[config.mk]
export PLATFORM = sky130hd
export DESIGN_NAME = event_log_line_decoder
export DESIGN_NICKNAME = d
export VERILOG_FILES = /design/src/design/elld_pkg.sv /design/src/design/elld_front.sv /design/src/design/elld_queue.sv /design/src/design/elld_back.sv /design/src/design/event_log_line_decoder.sv
export SDC_FILE = /design/constraint.sdc
export NUM_CORES = 2
export LEC_CHECK = 0
export BUFFER_PORTS_ARGS = -buffer_cell sky130_fd_sc_hd__buf_2
export CORE_MARGIN = 3
export CORE_UTILIZATION = 30
export DETAILED_ROUTE_END_ITERATION = 12
export SLEW_MARGIN = 20
export SYNTH_ARGS = -nofsm -noshare
export SYNTH_HDL_FRONTEND = slang
export SYNTH_SLANG_ARGS = --single-unit
[constraint.sdc]
create_clock -name clk -period 18.7 [get_ports clk]
set_input_delay 0.935 -clock clk [delete_from_list [all_inputs] [get_ports clk]]
set_output_delay 0.935 -clock clk [all_outputs]
set_load 0.005 [all_outputs]
[src/design/elld_pkg.sv]
`timescale 1ns / 1ps
// ----------------------------------------------------------------------------
// elld_pkg: shared types and constants of the event log line decoder
// Command format between front and back, byte codes and register indexes.
// ----------------------------------------------------------------------------
package elld_pkg;

    localparam int SEC_W   = 29;
    localparam int FRAC_W  = 20;
    localparam int TIME_W  = 48;
    localparam int PROD_W  = SEC_W + FRAC_W;
    localparam int CFG_W   = 48;
    localparam int REG_INDEX_W = 1;

    localparam logic [SEC_W-1:0]  SEC_MAX        = '1;
    localparam logic [TIME_W-1:0] TIME_MAX       = '1;
    localparam logic [FRAC_W-1:0] MICROS_PER_SEC = 20'd1000000;

    localparam logic [7:0] CH_NUL    = 8'h00;
    localparam logic [7:0] CH_TAB    = 8'h09;
    localparam logic [7:0] CH_LF     = 8'h0A;
    localparam logic [7:0] CH_VT     = 8'h0B;
    localparam logic [7:0] CH_FF     = 8'h0C;
    localparam logic [7:0] CH_CR     = 8'h0D;
    localparam logic [7:0] CH_SPACE  = 8'h20;
    localparam logic [7:0] CH_QUOTE  = 8'h22;
    localparam logic [7:0] CH_HASH   = 8'h23;
    localparam logic [7:0] CH_DOT    = 8'h2E;
    localparam logic [7:0] CH_ZERO   = 8'h30;
    localparam logic [7:0] CH_NINE   = 8'h39;
    localparam logic [7:0] CH_BSLASH = 8'h5C;
    localparam logic [7:0] CH_LOW_N  = 8'h6E;
    localparam logic [7:0] CH_LOW_R  = 8'h72;

    typedef enum logic [REG_INDEX_W-1:0] {
        REG_WINDOW_START = 1'b0,
        REG_WINDOW_END   = 1'b1
    } reg_index_t;

    typedef enum logic {
        CMD_OPEN = 1'b0,   // payload opens: time of the line in sec and padded fraction
        CMD_BYTE = 1'b1    // one unescaped payload byte
    } cmd_kind_t;

    typedef struct packed {
        cmd_kind_t         kind;
        logic [7:0]        data;
        logic [SEC_W-1:0]  sec;
        logic [FRAC_W-1:0] frac;
    } cmd_t;

endpackage

[src/design/elld_front.sv]
`timescale 1ns / 1ps
// ----------------------------------------------------------------------------
// elld_front: line parser
// Walks each log byte through the line state machine, accumulates the
// timestamp token and issues payload commands to the queue.
// ----------------------------------------------------------------------------
module elld_front
    import elld_pkg::*;
(
    input  logic       clk,
    input  logic       rst_n,
    input  logic       accept,
    input  logic [7:0] in_byte,
    input  logic       restart,
    output logic       cmd_valid,
    output cmd_t       cmd
);

    typedef enum logic [2:0] {
        M_LINE_START = 3'd0,
        M_GAP        = 3'd1,
        M_TOKEN      = 3'd2,
        M_SKIP       = 3'd3,
        M_PAYLOAD    = 3'd4,
        M_AFTER      = 3'd5
    } mode_t;

    typedef struct packed {
        logic              dot;
        logic [2:0]        digits;
        logic [SEC_W-1:0]  sec;
        logic [FRAC_W-1:0] frac;   // already scaled to microseconds
    } time_state_t;

    typedef struct packed {
        logic        ok;
        time_state_t acc;
    } time_step_t;

    // weight of the next fraction digit, indexed by digits already taken
    localparam logic [16:0] POW10 [6] = '{17'd100000, 17'd10000, 17'd1000,
                                          17'd100, 17'd10, 17'd1};

    mode_t       mode_reg, mode_next;
    logic        esc_reg, esc_next;
    logic [1:0]  tc_reg, tc_next;
    time_state_t time_reg, time_next;

    function automatic logic is_space(input logic [7:0] b);
        return b == CH_SPACE || b == CH_TAB || b == CH_CR || b == CH_VT || b == CH_FF;
    endfunction

    function automatic time_step_t time_step(input logic [7:0] b, input time_state_t cur);
        time_step_t       r;
        logic [3:0]       d;
        logic [SEC_W+3:0] s;
        logic [20:0]      w;
        r.ok  = 1'b0;
        r.acc = cur;
        d     = b[3:0];
        s     = (SEC_W+4)'({cur.sec, 3'b000}) + (SEC_W+4)'({cur.sec, 1'b0})
              + (SEC_W+4)'(d);
        w     = 21'(d) * 21'(POW10[cur.digits]);
        if (b >= CH_ZERO && b <= CH_NINE)
        begin
            r.ok = 1'b1;
            if (!cur.dot)
            begin
                r.acc.sec = (s > (SEC_W+4)'(SEC_MAX)) ? SEC_MAX : s[SEC_W-1:0];
            end
            else if (cur.digits < 3'd6)
            begin
                r.acc.frac   = cur.frac + w[FRAC_W-1:0];
                r.acc.digits = cur.digits + 3'd1;
            end
        end
        else if (b == CH_DOT && !cur.dot)
        begin
            r.ok      = 1'b1;
            r.acc.dot = 1'b1;
        end
        return r;
    endfunction

    always_comb
    begin
        logic       in_token;
        time_step_t ts;
        mode_next = mode_reg;
        esc_next  = esc_reg;
        tc_next   = tc_reg;
        time_next = time_reg;
        cmd_valid = 1'b0;
        cmd.kind  = CMD_BYTE;
        cmd.data  = in_byte;
        cmd.sec   = time_reg.sec;
        cmd.frac  = time_reg.frac;
        in_token  = 1'b0;
        ts        = '0;

        if (accept)
        begin
            if (restart)
            begin
                mode_next = M_LINE_START;
                esc_next  = 1'b0;
                tc_next   = 2'd0;
                time_next = '0;
            end
            cmd.sec  = time_next.sec;
            cmd.frac = time_next.frac;

            case (mode_next)
                M_PAYLOAD:
                begin
                    if (esc_next)
                    begin
                        esc_next  = 1'b0;
                        cmd_valid = 1'b1;
                        case (in_byte)
                            CH_BSLASH: cmd.data = CH_BSLASH;
                            CH_LOW_N:  cmd.data = CH_LF;
                            CH_LOW_R:  cmd.data = CH_CR;
                            CH_ZERO:   cmd.data = CH_NUL;
                            default:   cmd.data = in_byte;
                        endcase
                    end
                    else if (in_byte == CH_QUOTE)
                        mode_next = M_AFTER;
                    else if (in_byte == CH_BSLASH)
                        esc_next = 1'b1;
                    else
                        cmd_valid = 1'b1;
                end
                M_SKIP, M_AFTER:
                begin
                    if (in_byte == CH_LF)
                    begin
                        mode_next = M_LINE_START;
                        esc_next  = 1'b0;
                        tc_next   = 2'd0;
                        time_next = '0;
                    end
                end
                M_LINE_START:
                begin
                    if (in_byte == CH_HASH)
                        mode_next = M_SKIP;
                    else if (in_byte != CH_LF)
                    begin
                        mode_next = M_GAP;
                        in_token  = 1'b1;
                    end
                end
                M_GAP, M_TOKEN:
                    in_token = 1'b1;
                default:
                    mode_next = M_SKIP;
            endcase

            if (in_token)
            begin
                ts = time_step(in_byte, time_next);
                if (in_byte == CH_LF)
                begin
                    mode_next = M_LINE_START;
                    esc_next  = 1'b0;
                    tc_next   = 2'd0;
                    time_next = '0;
                end
                else if (mode_next == M_TOKEN && tc_next == 2'd2)
                begin
                    // inside the timestamp token
                    if (is_space(in_byte))
                    begin
                        tc_next   = 2'd3;
                        mode_next = M_GAP;
                    end
                    else if (in_byte == CH_QUOTE)
                    begin
                        tc_next   = 2'd3;
                        mode_next = M_PAYLOAD;
                        esc_next  = 1'b0;
                        cmd_valid = 1'b1;
                        cmd.kind  = CMD_OPEN;
                    end
                    else if (ts.ok)
                        time_next = ts.acc;
                    else
                        mode_next = M_SKIP;
                end
                else if (in_byte == CH_QUOTE)
                begin
                    if (tc_next == 2'd3)
                    begin
                        mode_next = M_PAYLOAD;
                        esc_next  = 1'b0;
                        cmd_valid = 1'b1;
                        cmd.kind  = CMD_OPEN;
                    end
                    else
                        mode_next = M_SKIP;
                end
                else if (is_space(in_byte))
                    mode_next = M_GAP;
                else if (mode_next == M_GAP)
                begin
                    mode_next = M_TOKEN;
                    if (tc_next != 2'd3)
                    begin
                        tc_next = tc_next + 2'd1;
                        if (tc_next == 2'd2)
                        begin
                            // a dot may not open the timestamp
                            if (in_byte == CH_DOT || !ts.ok)
                                mode_next = M_SKIP;
                            else
                                time_next = ts.acc;
                        end
                    end
                end
            end
        end
    end

    always_ff @(posedge clk or negedge rst_n)
    begin
        if (!rst_n)
        begin
            mode_reg <= M_LINE_START;
            esc_reg  <= 1'b0;
            tc_reg   <= 2'd0;
            time_reg <= '0;
        end
        else
        begin
            mode_reg <= mode_next;
            esc_reg  <= esc_next;
            tc_reg   <= tc_next;
            time_reg <= time_next;
        end
    end

endmodule

[src/design/elld_queue.sv]
`timescale 1ns / 1ps
// ----------------------------------------------------------------------------
// elld_queue: command queue
// Short register queue that lets the parser and the word packer stall apart.
// ----------------------------------------------------------------------------
module elld_queue
    import elld_pkg::*;
#(
    parameter int DEPTH = 4
)
(
    input  logic clk,
    input  logic rst_n,
    input  logic push,
    input  cmd_t push_cmd,
    output logic full,
    output logic out_valid,
    input  logic pop,
    output cmd_t out_cmd
);

    localparam int PTR_W = $clog2(DEPTH);
    localparam int CNT_W = $clog2(DEPTH + 1);

    cmd_t             mem [DEPTH];
    logic [PTR_W-1:0] wr_ptr_reg, wr_ptr_next;
    logic [PTR_W-1:0] rd_ptr_reg, rd_ptr_next;
    logic [CNT_W-1:0] count_reg, count_next;

    function automatic logic [PTR_W-1:0] bump(input logic [PTR_W-1:0] p);
        return (p == PTR_W'(DEPTH - 1)) ? '0 : p + PTR_W'(1);
    endfunction

    assign full      = (count_reg == CNT_W'(DEPTH));
    assign out_valid = (count_reg != '0);
    assign out_cmd   = mem[rd_ptr_reg];

    always_comb
    begin
        logic do_push;
        logic do_pop;
        do_push     = push && !full;
        do_pop      = pop && out_valid;
        wr_ptr_next = do_push ? bump(wr_ptr_reg) : wr_ptr_reg;
        rd_ptr_next = do_pop ? bump(rd_ptr_reg) : rd_ptr_reg;
        count_next  = count_reg + CNT_W'(do_push) - CNT_W'(do_pop);
    end

    always_ff @(posedge clk)
    begin
        if (push && !full)
            mem[wr_ptr_reg] <= push_cmd;
    end

    always_ff @(posedge clk or negedge rst_n)
    begin
        if (!rst_n)
        begin
            wr_ptr_reg <= '0;
            rd_ptr_reg <= '0;
            count_reg  <= '0;
        end
        else
        begin
            wr_ptr_reg <= wr_ptr_next;
            rd_ptr_reg <= rd_ptr_next;
            count_reg  <= count_next;
        end
    end

endmodule

[src/design/elld_back.sv]
`timescale 1ns / 1ps
// ----------------------------------------------------------------------------
// elld_back: time and word packer
// Scales the line time, checks the window and packs payload bytes into
// events held in the output register.
// ----------------------------------------------------------------------------
module elld_back
    import elld_pkg::*;
(
    input  logic                   clk,
    input  logic                   rst_n,
    input  logic                   cfg_we,
    input  logic [REG_INDEX_W-1:0] cfg_index,
    input  logic [CFG_W-1:0]       cfg_data,
    input  logic                   in_valid,
    input  cmd_t                   in_cmd,
    output logic                   in_ready,
    output logic                   out_valid,
    input  logic                   out_ready,
    output logic [10:0]            out_x,
    output logic [9:0]             out_y,
    output logic                   out_polarity,
    output logic [TIME_W-1:0]      out_time
);

    logic [TIME_W-1:0] start_reg, end_reg;

    // stage 1: command with the seconds already scaled
    logic              s1_valid_reg;
    cmd_kind_t         s1_kind_reg;
    logic [7:0]        s1_data_reg;
    logic [FRAC_W-1:0] s1_frac_reg;
    logic [PROD_W-1:0] s1_prod_reg;

    // stage 2: line state and output register
    logic [TIME_W-1:0] line_time_reg;
    logic              in_win_reg;
    logic [1:0]        pos_reg;
    logic [23:0]       partial_reg, partial_next;
    logic              out_valid_reg;
    logic [10:0]       out_x_reg;
    logic [9:0]        out_y_reg;
    logic              out_pol_reg;
    logic [TIME_W-1:0] out_time_reg;

    logic              advance;
    logic [PROD_W:0]   t_sum;
    logic [TIME_W-1:0] t_sat;
    logic [31:0]       word;

    assign advance  = s1_valid_reg && (!out_valid_reg || out_ready);
    assign in_ready = !s1_valid_reg || advance;

    assign t_sum = {1'b0, s1_prod_reg} + (PROD_W+1)'(s1_frac_reg);
    assign t_sat = (t_sum > (PROD_W+1)'(TIME_MAX)) ? TIME_MAX : t_sum[TIME_W-1:0];
    assign word  = {s1_data_reg, partial_reg};

    always_comb
    begin
        partial_next = partial_reg;
        partial_next[pos_reg*8 +: 8] = s1_data_reg;
    end

    always_ff @(posedge clk or negedge rst_n)
    begin
        if (!rst_n)
        begin
            start_reg <= '0;
            end_reg   <= TIME_MAX;
        end
        else if (cfg_we)
        begin
            case (reg_index_t'(cfg_index))
                REG_WINDOW_START: start_reg <= cfg_data;
                REG_WINDOW_END:   end_reg   <= cfg_data;
                default:          ;
            endcase
        end
    end

    always_ff @(posedge clk or negedge rst_n)
    begin
        if (!rst_n)
        begin
            s1_valid_reg <= 1'b0;
            s1_kind_reg  <= CMD_BYTE;
            s1_data_reg  <= '0;
            s1_frac_reg  <= '0;
            s1_prod_reg  <= '0;
        end
        else if (in_ready)
        begin
            s1_valid_reg <= in_valid;
            s1_kind_reg  <= in_cmd.kind;
            s1_data_reg  <= in_cmd.data;
            s1_frac_reg  <= in_cmd.frac;
            s1_prod_reg  <= PROD_W'(in_cmd.sec) * PROD_W'(MICROS_PER_SEC);
        end
    end

    always_ff @(posedge clk or negedge rst_n)
    begin
        if (!rst_n)
        begin
            line_time_reg <= '0;
            in_win_reg    <= 1'b0;
            pos_reg       <= 2'd0;
            partial_reg   <= '0;
            out_valid_reg <= 1'b0;
            out_x_reg     <= '0;
            out_y_reg     <= '0;
            out_pol_reg   <= 1'b0;
            out_time_reg  <= '0;
        end
        else
        begin
            if (out_ready)
                out_valid_reg <= 1'b0;
            if (advance)
            begin
                case (s1_kind_reg)
                    CMD_OPEN:
                    begin
                        line_time_reg <= t_sat;
                        in_win_reg    <= (t_sat >= start_reg) && (t_sat < end_reg);
                        pos_reg       <= 2'd0;
                        partial_reg   <= '0;
                    end
                    CMD_BYTE:
                    begin
                        if (in_win_reg)
                        begin
                            if (pos_reg != 2'd3)
                            begin
                                partial_reg <= partial_next;
                                pos_reg     <= pos_reg + 2'd1;
                            end
                            else
                            begin
                                partial_reg   <= '0;
                                pos_reg       <= 2'd0;
                                out_valid_reg <= 1'b1;
                                out_x_reg     <= word[11:1];
                                out_y_reg     <= word[21:12];
                                out_pol_reg   <= word[0];
                                out_time_reg  <= line_time_reg;
                            end
                        end
                    end
                    default: ;
                endcase
            end
        end
    end

    assign out_valid    = out_valid_reg;
    assign out_x        = out_x_reg;
    assign out_y        = out_y_reg;
    assign out_polarity = out_pol_reg;
    assign out_time     = out_time_reg;

endmodule

[src/design/event_log_line_decoder.sv]
`timescale 1ns / 1ps
// ----------------------------------------------------------------------------
// event_log_line_decoder: text event log to event stream
// Parses log lines byte by byte and emits one event per 4 payload bytes.
// ----------------------------------------------------------------------------
// Usage:
//   s_axis carries one log byte per request in tdata; tuser set on a byte
//   returns the parser to the start of a new file before that byte is taken.
//   m_axis carries one event per request: x, y, polarity and the saturated
//   line time in microseconds. Only lines whose time lies inside
//   [window_start_us, window_end_us) give events; both bounds are written
//   through the cfg port (index 0 start, index 1 end) while the block idles.
// Throughput: one byte per cycle while the command queue has room. The
//   parser settles each byte in its cycle; the 29 x 20 bit seconds scaling
//   sits in its own stage. An event is valid on m_axis after the byte that
//   completes its word has passed queue write, scaling stage and output register.
// Reset: parser back to line start, queue empty, no event pending, window
//   open over the whole 48-bit range.
// Stall: the output register holds an event until taken; bytes keep flowing
//   into the command queue until it fills, then s_axis_tready drops.
// ----------------------------------------------------------------------------
module event_log_line_decoder
    import elld_pkg::*;
#(
    parameter int QUEUE_DEPTH = 4
)
(
    input  logic                   clk,
    input  logic                   rst_n,
    // configuration writes
    input  logic                   cfg_we,
    input  logic [REG_INDEX_W-1:0] cfg_index,
    input  logic [CFG_W-1:0]       cfg_data,
    // byte input
    input  logic                   s_axis_tvalid,
    output logic                   s_axis_tready,
    input  logic [7:0]             s_axis_tdata,   // [7:0] in_byte
    input  logic                   s_axis_tuser,   // [0] restart
    // event output
    output logic                   m_axis_tvalid,
    input  logic                   m_axis_tready,
    output logic [71:0]            m_axis_tdata    // [10:0] event_x, [20:11] event_y,
                                                   // [21] event_polarity,
                                                   // [69:22] event_time_us, [71:70] zero
);

    logic              accept;
    logic              cmd_valid;
    cmd_t              cmd;
    logic              q_full;
    logic              q_valid;
    cmd_t              q_cmd;
    logic              back_ready;
    logic [10:0]       event_x;
    logic [9:0]        event_y;
    logic              event_polarity;
    logic [TIME_W-1:0] event_time_us;

    // take a byte whenever the queue has a free slot
    assign s_axis_tready = !q_full;
    assign accept        = s_axis_tvalid && s_axis_tready;

    elld_front u_front
    (
        .clk       (clk),
        .rst_n     (rst_n),
        .accept    (accept),
        .in_byte   (s_axis_tdata),
        .restart   (s_axis_tuser),
        .cmd_valid (cmd_valid),
        .cmd       (cmd)
    );

    elld_queue #(
        .DEPTH (QUEUE_DEPTH)
    ) u_queue
    (
        .clk       (clk),
        .rst_n     (rst_n),
        .push      (cmd_valid),
        .push_cmd  (cmd),
        .full      (q_full),
        .out_valid (q_valid),
        .pop       (back_ready),
        .out_cmd   (q_cmd)
    );

    elld_back u_back
    (
        .clk          (clk),
        .rst_n        (rst_n),
        .cfg_we       (cfg_we),
        .cfg_index    (cfg_index),
        .cfg_data     (cfg_data),
        .in_valid     (q_valid),
        .in_cmd       (q_cmd),
        .in_ready     (back_ready),
        .out_valid    (m_axis_tvalid),
        .out_ready    (m_axis_tready),
        .out_x        (event_x),
        .out_y        (event_y),
        .out_polarity (event_polarity),
        .out_time     (event_time_us)
    );

    // pack the event, x in the lowest bits
    assign m_axis_tdata = {2'b00, event_time_us, event_polarity, event_y, event_x};

endmodule

Yosys cells after proc, flatten, opt, wreduce, memory -nomap -nowiden --
Memory sizes are Yosys's and may differ from the RTL's. Index checks and enable logic that the tools add are counted.
Operators by class: add/subtract/negate cells 12, magnitude comparators 8, eq/ne operators 30, multiply operators 2, multiplexer cells 123, bitwise logic cells 4, shifts and indexed selects 2, reductions and logical operators 29
Operator list (number):
- 53-bit 2-to-1 mux | 16
- 3-bit 2-to-1 mux | 22
- 29-bit 2-to-1 mux | 2
- 58-bit 2-to-1 mux | 1
- 52-bit 2-to-1 mux | 1
- 49-bit by 20-bit adder with 50-bit output | 1
- 50-bit by 48-bit greater-than comparator with 1-bit output, second input constant | 1
- 48-bit greater-or-equal comparator | 1
- 48-bit < comparator | 1
- 24-bit 2-to-1 mux | 2
- 48-bit 2-to-1 mux | 1
- 24-bit one-hot mux with 2 select lines | 1
- 1-bit 2-to-1 mux | 47
- 29-bit by 14-bit multiplier with 43-bit output, second input constant | 1
- 8-bit by 4-bit == test with 1-bit output, second input constant | 5
- 8-bit by 6-bit == test with 1-bit output, second input constant | 5
- 20-bit 2-to-1 mux | 2
- 2-bit 2-to-1 mux | 18
- 17-bit 2-to-1 mux | 2
- 5-bit negation with 34-bit output | 1
- 8-bit by 34-bit variable shift with 24-bit output, first input constant | 1
- 8-bit by 34-bit variable part select with 24-bit output | 1
- 32-bit by 30-bit adder with 33-bit output | 1
- 33-bit by 4-bit adder with 33-bit output | 1
- 34 further kinds | 75
Storage, ports and cells: ROM bits 136, bits in registers 381, memory bits (writable) 232, memories kept 2, output and inout port bits 74, input bits 63
Memories:
- u_queue.mem | words 4, bits a word 58, read ports 1, clocked after Yosys merged registers in 0, wr ports 1, line elld_queue.sv:25 | cmd_t mem [DEPTH];
- (no name shown) | words 8, bits a word 17, read ports 1, clocked after Yosys merged registers in 0, wr ports 0, line elld_front.sv:63 | w = 21'(d) * 21'(POW10[cur.digits]);

Longest topological paths before layout --
word-level depth 26, gate-level depth with buffers 26

Modules after synthesis --
Synthesis repeated with hierarchy kept, for this count alone.
Unflattened totals: cells, all modules 3528, area total of the unflattened synthesis 39024.9 um^2
Modules (own cells, without submodules):
- elld_back | sequential area each 7893.8 um^2, cells an instance 2042, times used 1, area an instance 21205.3 um^2
- elld_queue | sequential area each 7141.8 um^2, cells an instance 346, times used 1, area an instance 8928.6 um^2
- elld_front | sequential area each 1476.4 um^2, cells an instance 1134, times used 1, area an instance 8854.7 um^2
- event_log_line_decoder | sequential area each 0.0 um^2, cells an instance 6, times used 1, area an instance 36.3 um^2

Worst setup path after synthesis --
Ideal clock, no wire load.
path type register to register, start point register u_queue.rd_ptr_reg[0], end point register u_back.s1_prod_reg[46], path slack 11886 ps, arrival time 6677 ps, cell stages (with the launch flop) 23, cell sequence dfrtp_1 clkbuf_1 clkbuf_1 mux4_2 fa_1 fa_1 fa_1 fa_1 ha_1 inv_1 fa_1 inv_1 ha_1 a211oi_1 nor2_1 o41ai_1 a2bb2oi_1 a21oi_1 nor2_1 o21ai_0 a311oi_1 xor2_1 a21oi_1
On the way: cells in the longest elaborated chain, start to end 2
RTL lines:
- from (decl) | line elld_queue.sv:27 | logic [PTR_W-1:0] rd_ptr_reg, rd_ptr_next;
- from (signal assigned) | line elld_queue.sv:66 | rd_ptr_reg <= rd_ptr_next;
- memory read 4 x 58 bit
- 29-bit by 14-bit multiplier with 43-bit output | line elld_back.sv:97 | s1_prod_reg <= PROD_W'(in_cmd.sec) * PROD_W'(MICROS_PER_SEC);
- to (signal assigned) | line elld_back.sv:97
- to (decl) | line elld_back.sv:33 | logic [PROD_W-1:0] s1_prod_reg;
No other way between the ends. A chain may end at the register's enable or synchronous reset.

Final worst setup path --
start point register u_queue.rd_ptr_reg[0], end point register u_back.s1_prod_reg[48]
The elaborated chain is that of the path after synthesis.

==> impl_metrics.json <==
{
  "fin_ws_ns": 10.86,
  "synth.distinct_cells": 85,
  "setup_viol": 0,
  "synth_seq_cells": 611,
  "r2r-start": "u_queue.rd_ptr_reg[0]",
  "io_buffers": 134,
  "firstDrtPassIters": 5,
  "worst-r2r-setup-slack_ns": 10.86,
  "status": "completed",
  "fin_worst_skew_ns": 0.02877,
  "wl_per_cell_um": 16.63,
  "avgSynthCellArea_um2": 10.99,
  "path_clk_slew_ns": 0.06,
  "fmaxAchievable_ghz": 0.1275,
  "grt_pass1_vias": 25460,
  "root_buffer": "clkbuf_16",
  "postSynthCellCount": 3483,
  "antenna_found_initial": 2,
  "grtUsageTotal": 0.1332,
  "worst-slew-pin-transition_ns": 1.158,
  "cp_max_fo": 35,
  "numCtsBuffers": 70,
  "cp-start-kind": "flop",
  "numClockSinks": 611,
  "rows": 130,
  "htreeDepth": 3,
  "ys.flop_type": "dfrtp_1",
  "drc_errors": 0,
  "worstSetupPathType": "flop to flop",
  "gr-total-overflow": 0,
  "die_area_mm2": 0.1319,
  "routed_wl_um": 88010,
  "syn-cell-area_mm2": 0.03827,
  "reg2regPathDepth": 21,
  "fin_tns_setup_ns": 0,
  "top_level_ports": 137,
  "grt_max_degree": 136,
  "clkLatencyLatePin_ns": 0.62,
  "die_y_um": 363.2,
  "ys_warn_count": 0,
  "globalplace.congestion": 0.8453,
  "post_cts_buffers": 0,
  "vias": 25530,
  "slew_headroom": 0.2280,
  "first_iter_violations": 1713,
  "fillers": 12550,
  "rsz0062_at_grt": "no",
  "via_per_inst": 4.825,
  "post-route-min-period_ns": 7.841,
  "cts_tree": "built",
  "start_util": 0.3036,
  "holdWs_ns": 0.4393,
  "drtAntennaViolNets": 0,
  "place_hpwl_um": 65230,
  "hp-class": "primary input to async pin",
  "reg2reg_to": "u_back.s1_prod_reg[48]",
  "core_mm2": 0.1261,
  "syn2layout_area_growth_pct": 12.55,
  "ctsHoldBuffers": 0,
  "cts_resized": 0,
  "clock_path_buffers": 3,
  "crit_required_ns": 19.19,
  "dpl_worst_slack_ns": 10.85,
  "finalCoreUtilization": 0.3417,
  "die_w_um": 363.2,
  "seqCellArea_mm2": 0.01652,
  "drv_cap": 0,
  "seq_area_frac_synth": 0.4315,
  "multi_input_area_mm2": 0.02017,
  "async_flop_share": 0.6203,
  "cp.arrival_ns": 8.33,
  "diodes": 0,
  "critPathCaptureType": "flop",
  "nNetsFinal": 4172,
  "largest_reg_flops": 232,
  "synth_edf_count": 232,
  "slew_violations": 0,
  "hold_viol_final": 0,
  "fin_crit_sh": 0.4193,
  "grt_pass1_wl_um": 142300,
  "drive_gt1_frac": 0.1502
}
==> worst max-delay path by stage <==
stage,from,to,slack (ns)
2_1_floorplan,u_queue.rd_ptr_reg[0],u_back.s1_prod_reg[46],11.89
3_3_place_gp,u_queue.rd_ptr_reg[0],u_back.s1_prod_reg[48],10.86
3_5_place_dp,u_queue.rd_ptr_reg[0],u_back.s1_prod_reg[48],10.85
4_1_cts,u_queue.rd_ptr_reg[0],u_back.s1_prod_reg[48],10.80
5_1_grt,u_queue.rd_ptr_reg[0],u_back.s1_prod_reg[46],10.28
6_report,u_queue.rd_ptr_reg[0],u_back.s1_prod_reg[48],10.86
==> critical path, cell delays in order, from the launching register on <==
cell,delay [ns]
dfrtp_4,0.77
buf_4,0.67
mux4_2,0.73
fa_1,0.54
fa_1,0.52
fa_1,0.58
fa_1,0.42
ha_1,0.29
inv_1,0.05
fa_1,0.49
inv_1,0.04
ha_1,0.36
a211oi_1,0.26
nor2_1,0.10
o41ai_1,0.36
a2bb2oi_1,0.32
a21oi_1,0.16
nor2_1,0.18
o21ai_0,0.19
a211oi_1,0.31
nor3_1,0.09
a211o_1,0.24
==> kinds of logic (layout without fill, tap and decap cells) <==
logic type,count (synthesis),count (layout),synth area share
buffers and inverters,438,595,0.04410
and+or+nand+nor,974,974,0.1206
AOI/OAI and AO/OA,625,625,0.1006
adders and majority gates,522,522,0.2019
xor gates and xnor gates,116,116,0.02655
DFF,611,611,0.4315
other,1,2,0.00009799
muxes,196,196,0.07474
==> layout make-up <==
type,count,share of cell area
Clock buffer,105,0.04799
Clock inverter,21,0.004996
Inverter,311,0.02710
Multi-Input combinational cell,2435,0.4682
Sequential cell,611,0.3835
Tap cell,1650,0.04793
Timing Repair Buffer,158,0.02028
==> routing by layer <==
metal | vias to the layer above | wire length [um] | global-route usage
met5 | - | 0 | 0
met4 | 0 | 1882 | 0.03140
met3 | 100 | 3620 | 0.01955
met2 | 473 | 39010 | 0.2074
met1 | 12570 | 43500 | 0.1950
li1 | 12390 | - | -
==> stage by stage <==
stage	std cells	area, um2
global placement	5165	40790
CTS	5291	43070
global route	5291	43070
floorplan	3484	38270
detailed placement	5165	40790
finish	5291	43070
==> cells in the final DEF, fill, tap and decap left out, types with 10 or more instances in the layout <==
cell,synthesis,layout
nor2_1,160,158
a21o_1,73,73
o21bai_1,15,15
clkbuf_8,0,12
a21oi_1,152,152
o31ai_1,14,14
nand2b_1,29,29
a31oi_1,43,43
xnor2_1,61,61
and2_1,110,110
ha_1,363,363
nor2b_1,26,21
clkbuf_1,92,20
o21a_1,17,17
and3_1,32,32
nand4_1,31,31
dfrtp_1,330,328
fa_1,159,159
xor2_1,55,55
dfstp_2,49,49
a211oi_1,14,14
mux4_2,58,58
nor4_1,11,10
o21ai_0,218,218
clkbuf_16,0,73
nand2_1,428,426
inv_1,311,311
buf_4,5,23
buf_2,13,133
edfxtp_1,232,232
nand3_1,49,48
nor3_1,48,47
mux2_2,138,138
==> cell usage after synthesis (7+ instances only) <==
master	number	area (um2)
a211o_1	8	70.07
a211oi_1	14	105.1
a21o_1	73	548.0
a21oi_1	152	760.7
a31oi_1	43	269.0
and2_1	110	688.2
and3_1	32	200.2
and4_1	8	70.07
buf_1	15	56.30
buf_2	13	65.06
clkbuf_1	92	345.3
dfrtp_1	330	8258
dfstp_2	49	1287
edfxtp_1	232	6967
fa_1	159	3183
ha_1	363	4542
inv_1	311	1167
mux2_2	138	1554
mux4_2	58	1306
nand2_1	428	1607
nand2b_1	29	181.4
nand3_1	49	245.2
nand4_1	31	193.9
nor2_1	160	600.6
nor2b_1	26	162.7
nor3_1	48	240.2
nor3b_1	8	60.06
nor4_1	11	68.82
o21a_1	17	127.6
o21ai_0	218	1091
o21bai_1	15	112.6
o22ai_1	9	56.30
o31ai_1	14	105.1
or2_2	7	43.79
or3_1	8	50.05
xnor2_1	61	534.3
xor2_1	55	481.7
Power is not shown: default switching activity piles up to over one toggle a cycle in this logic, so the estimate is an artifact.
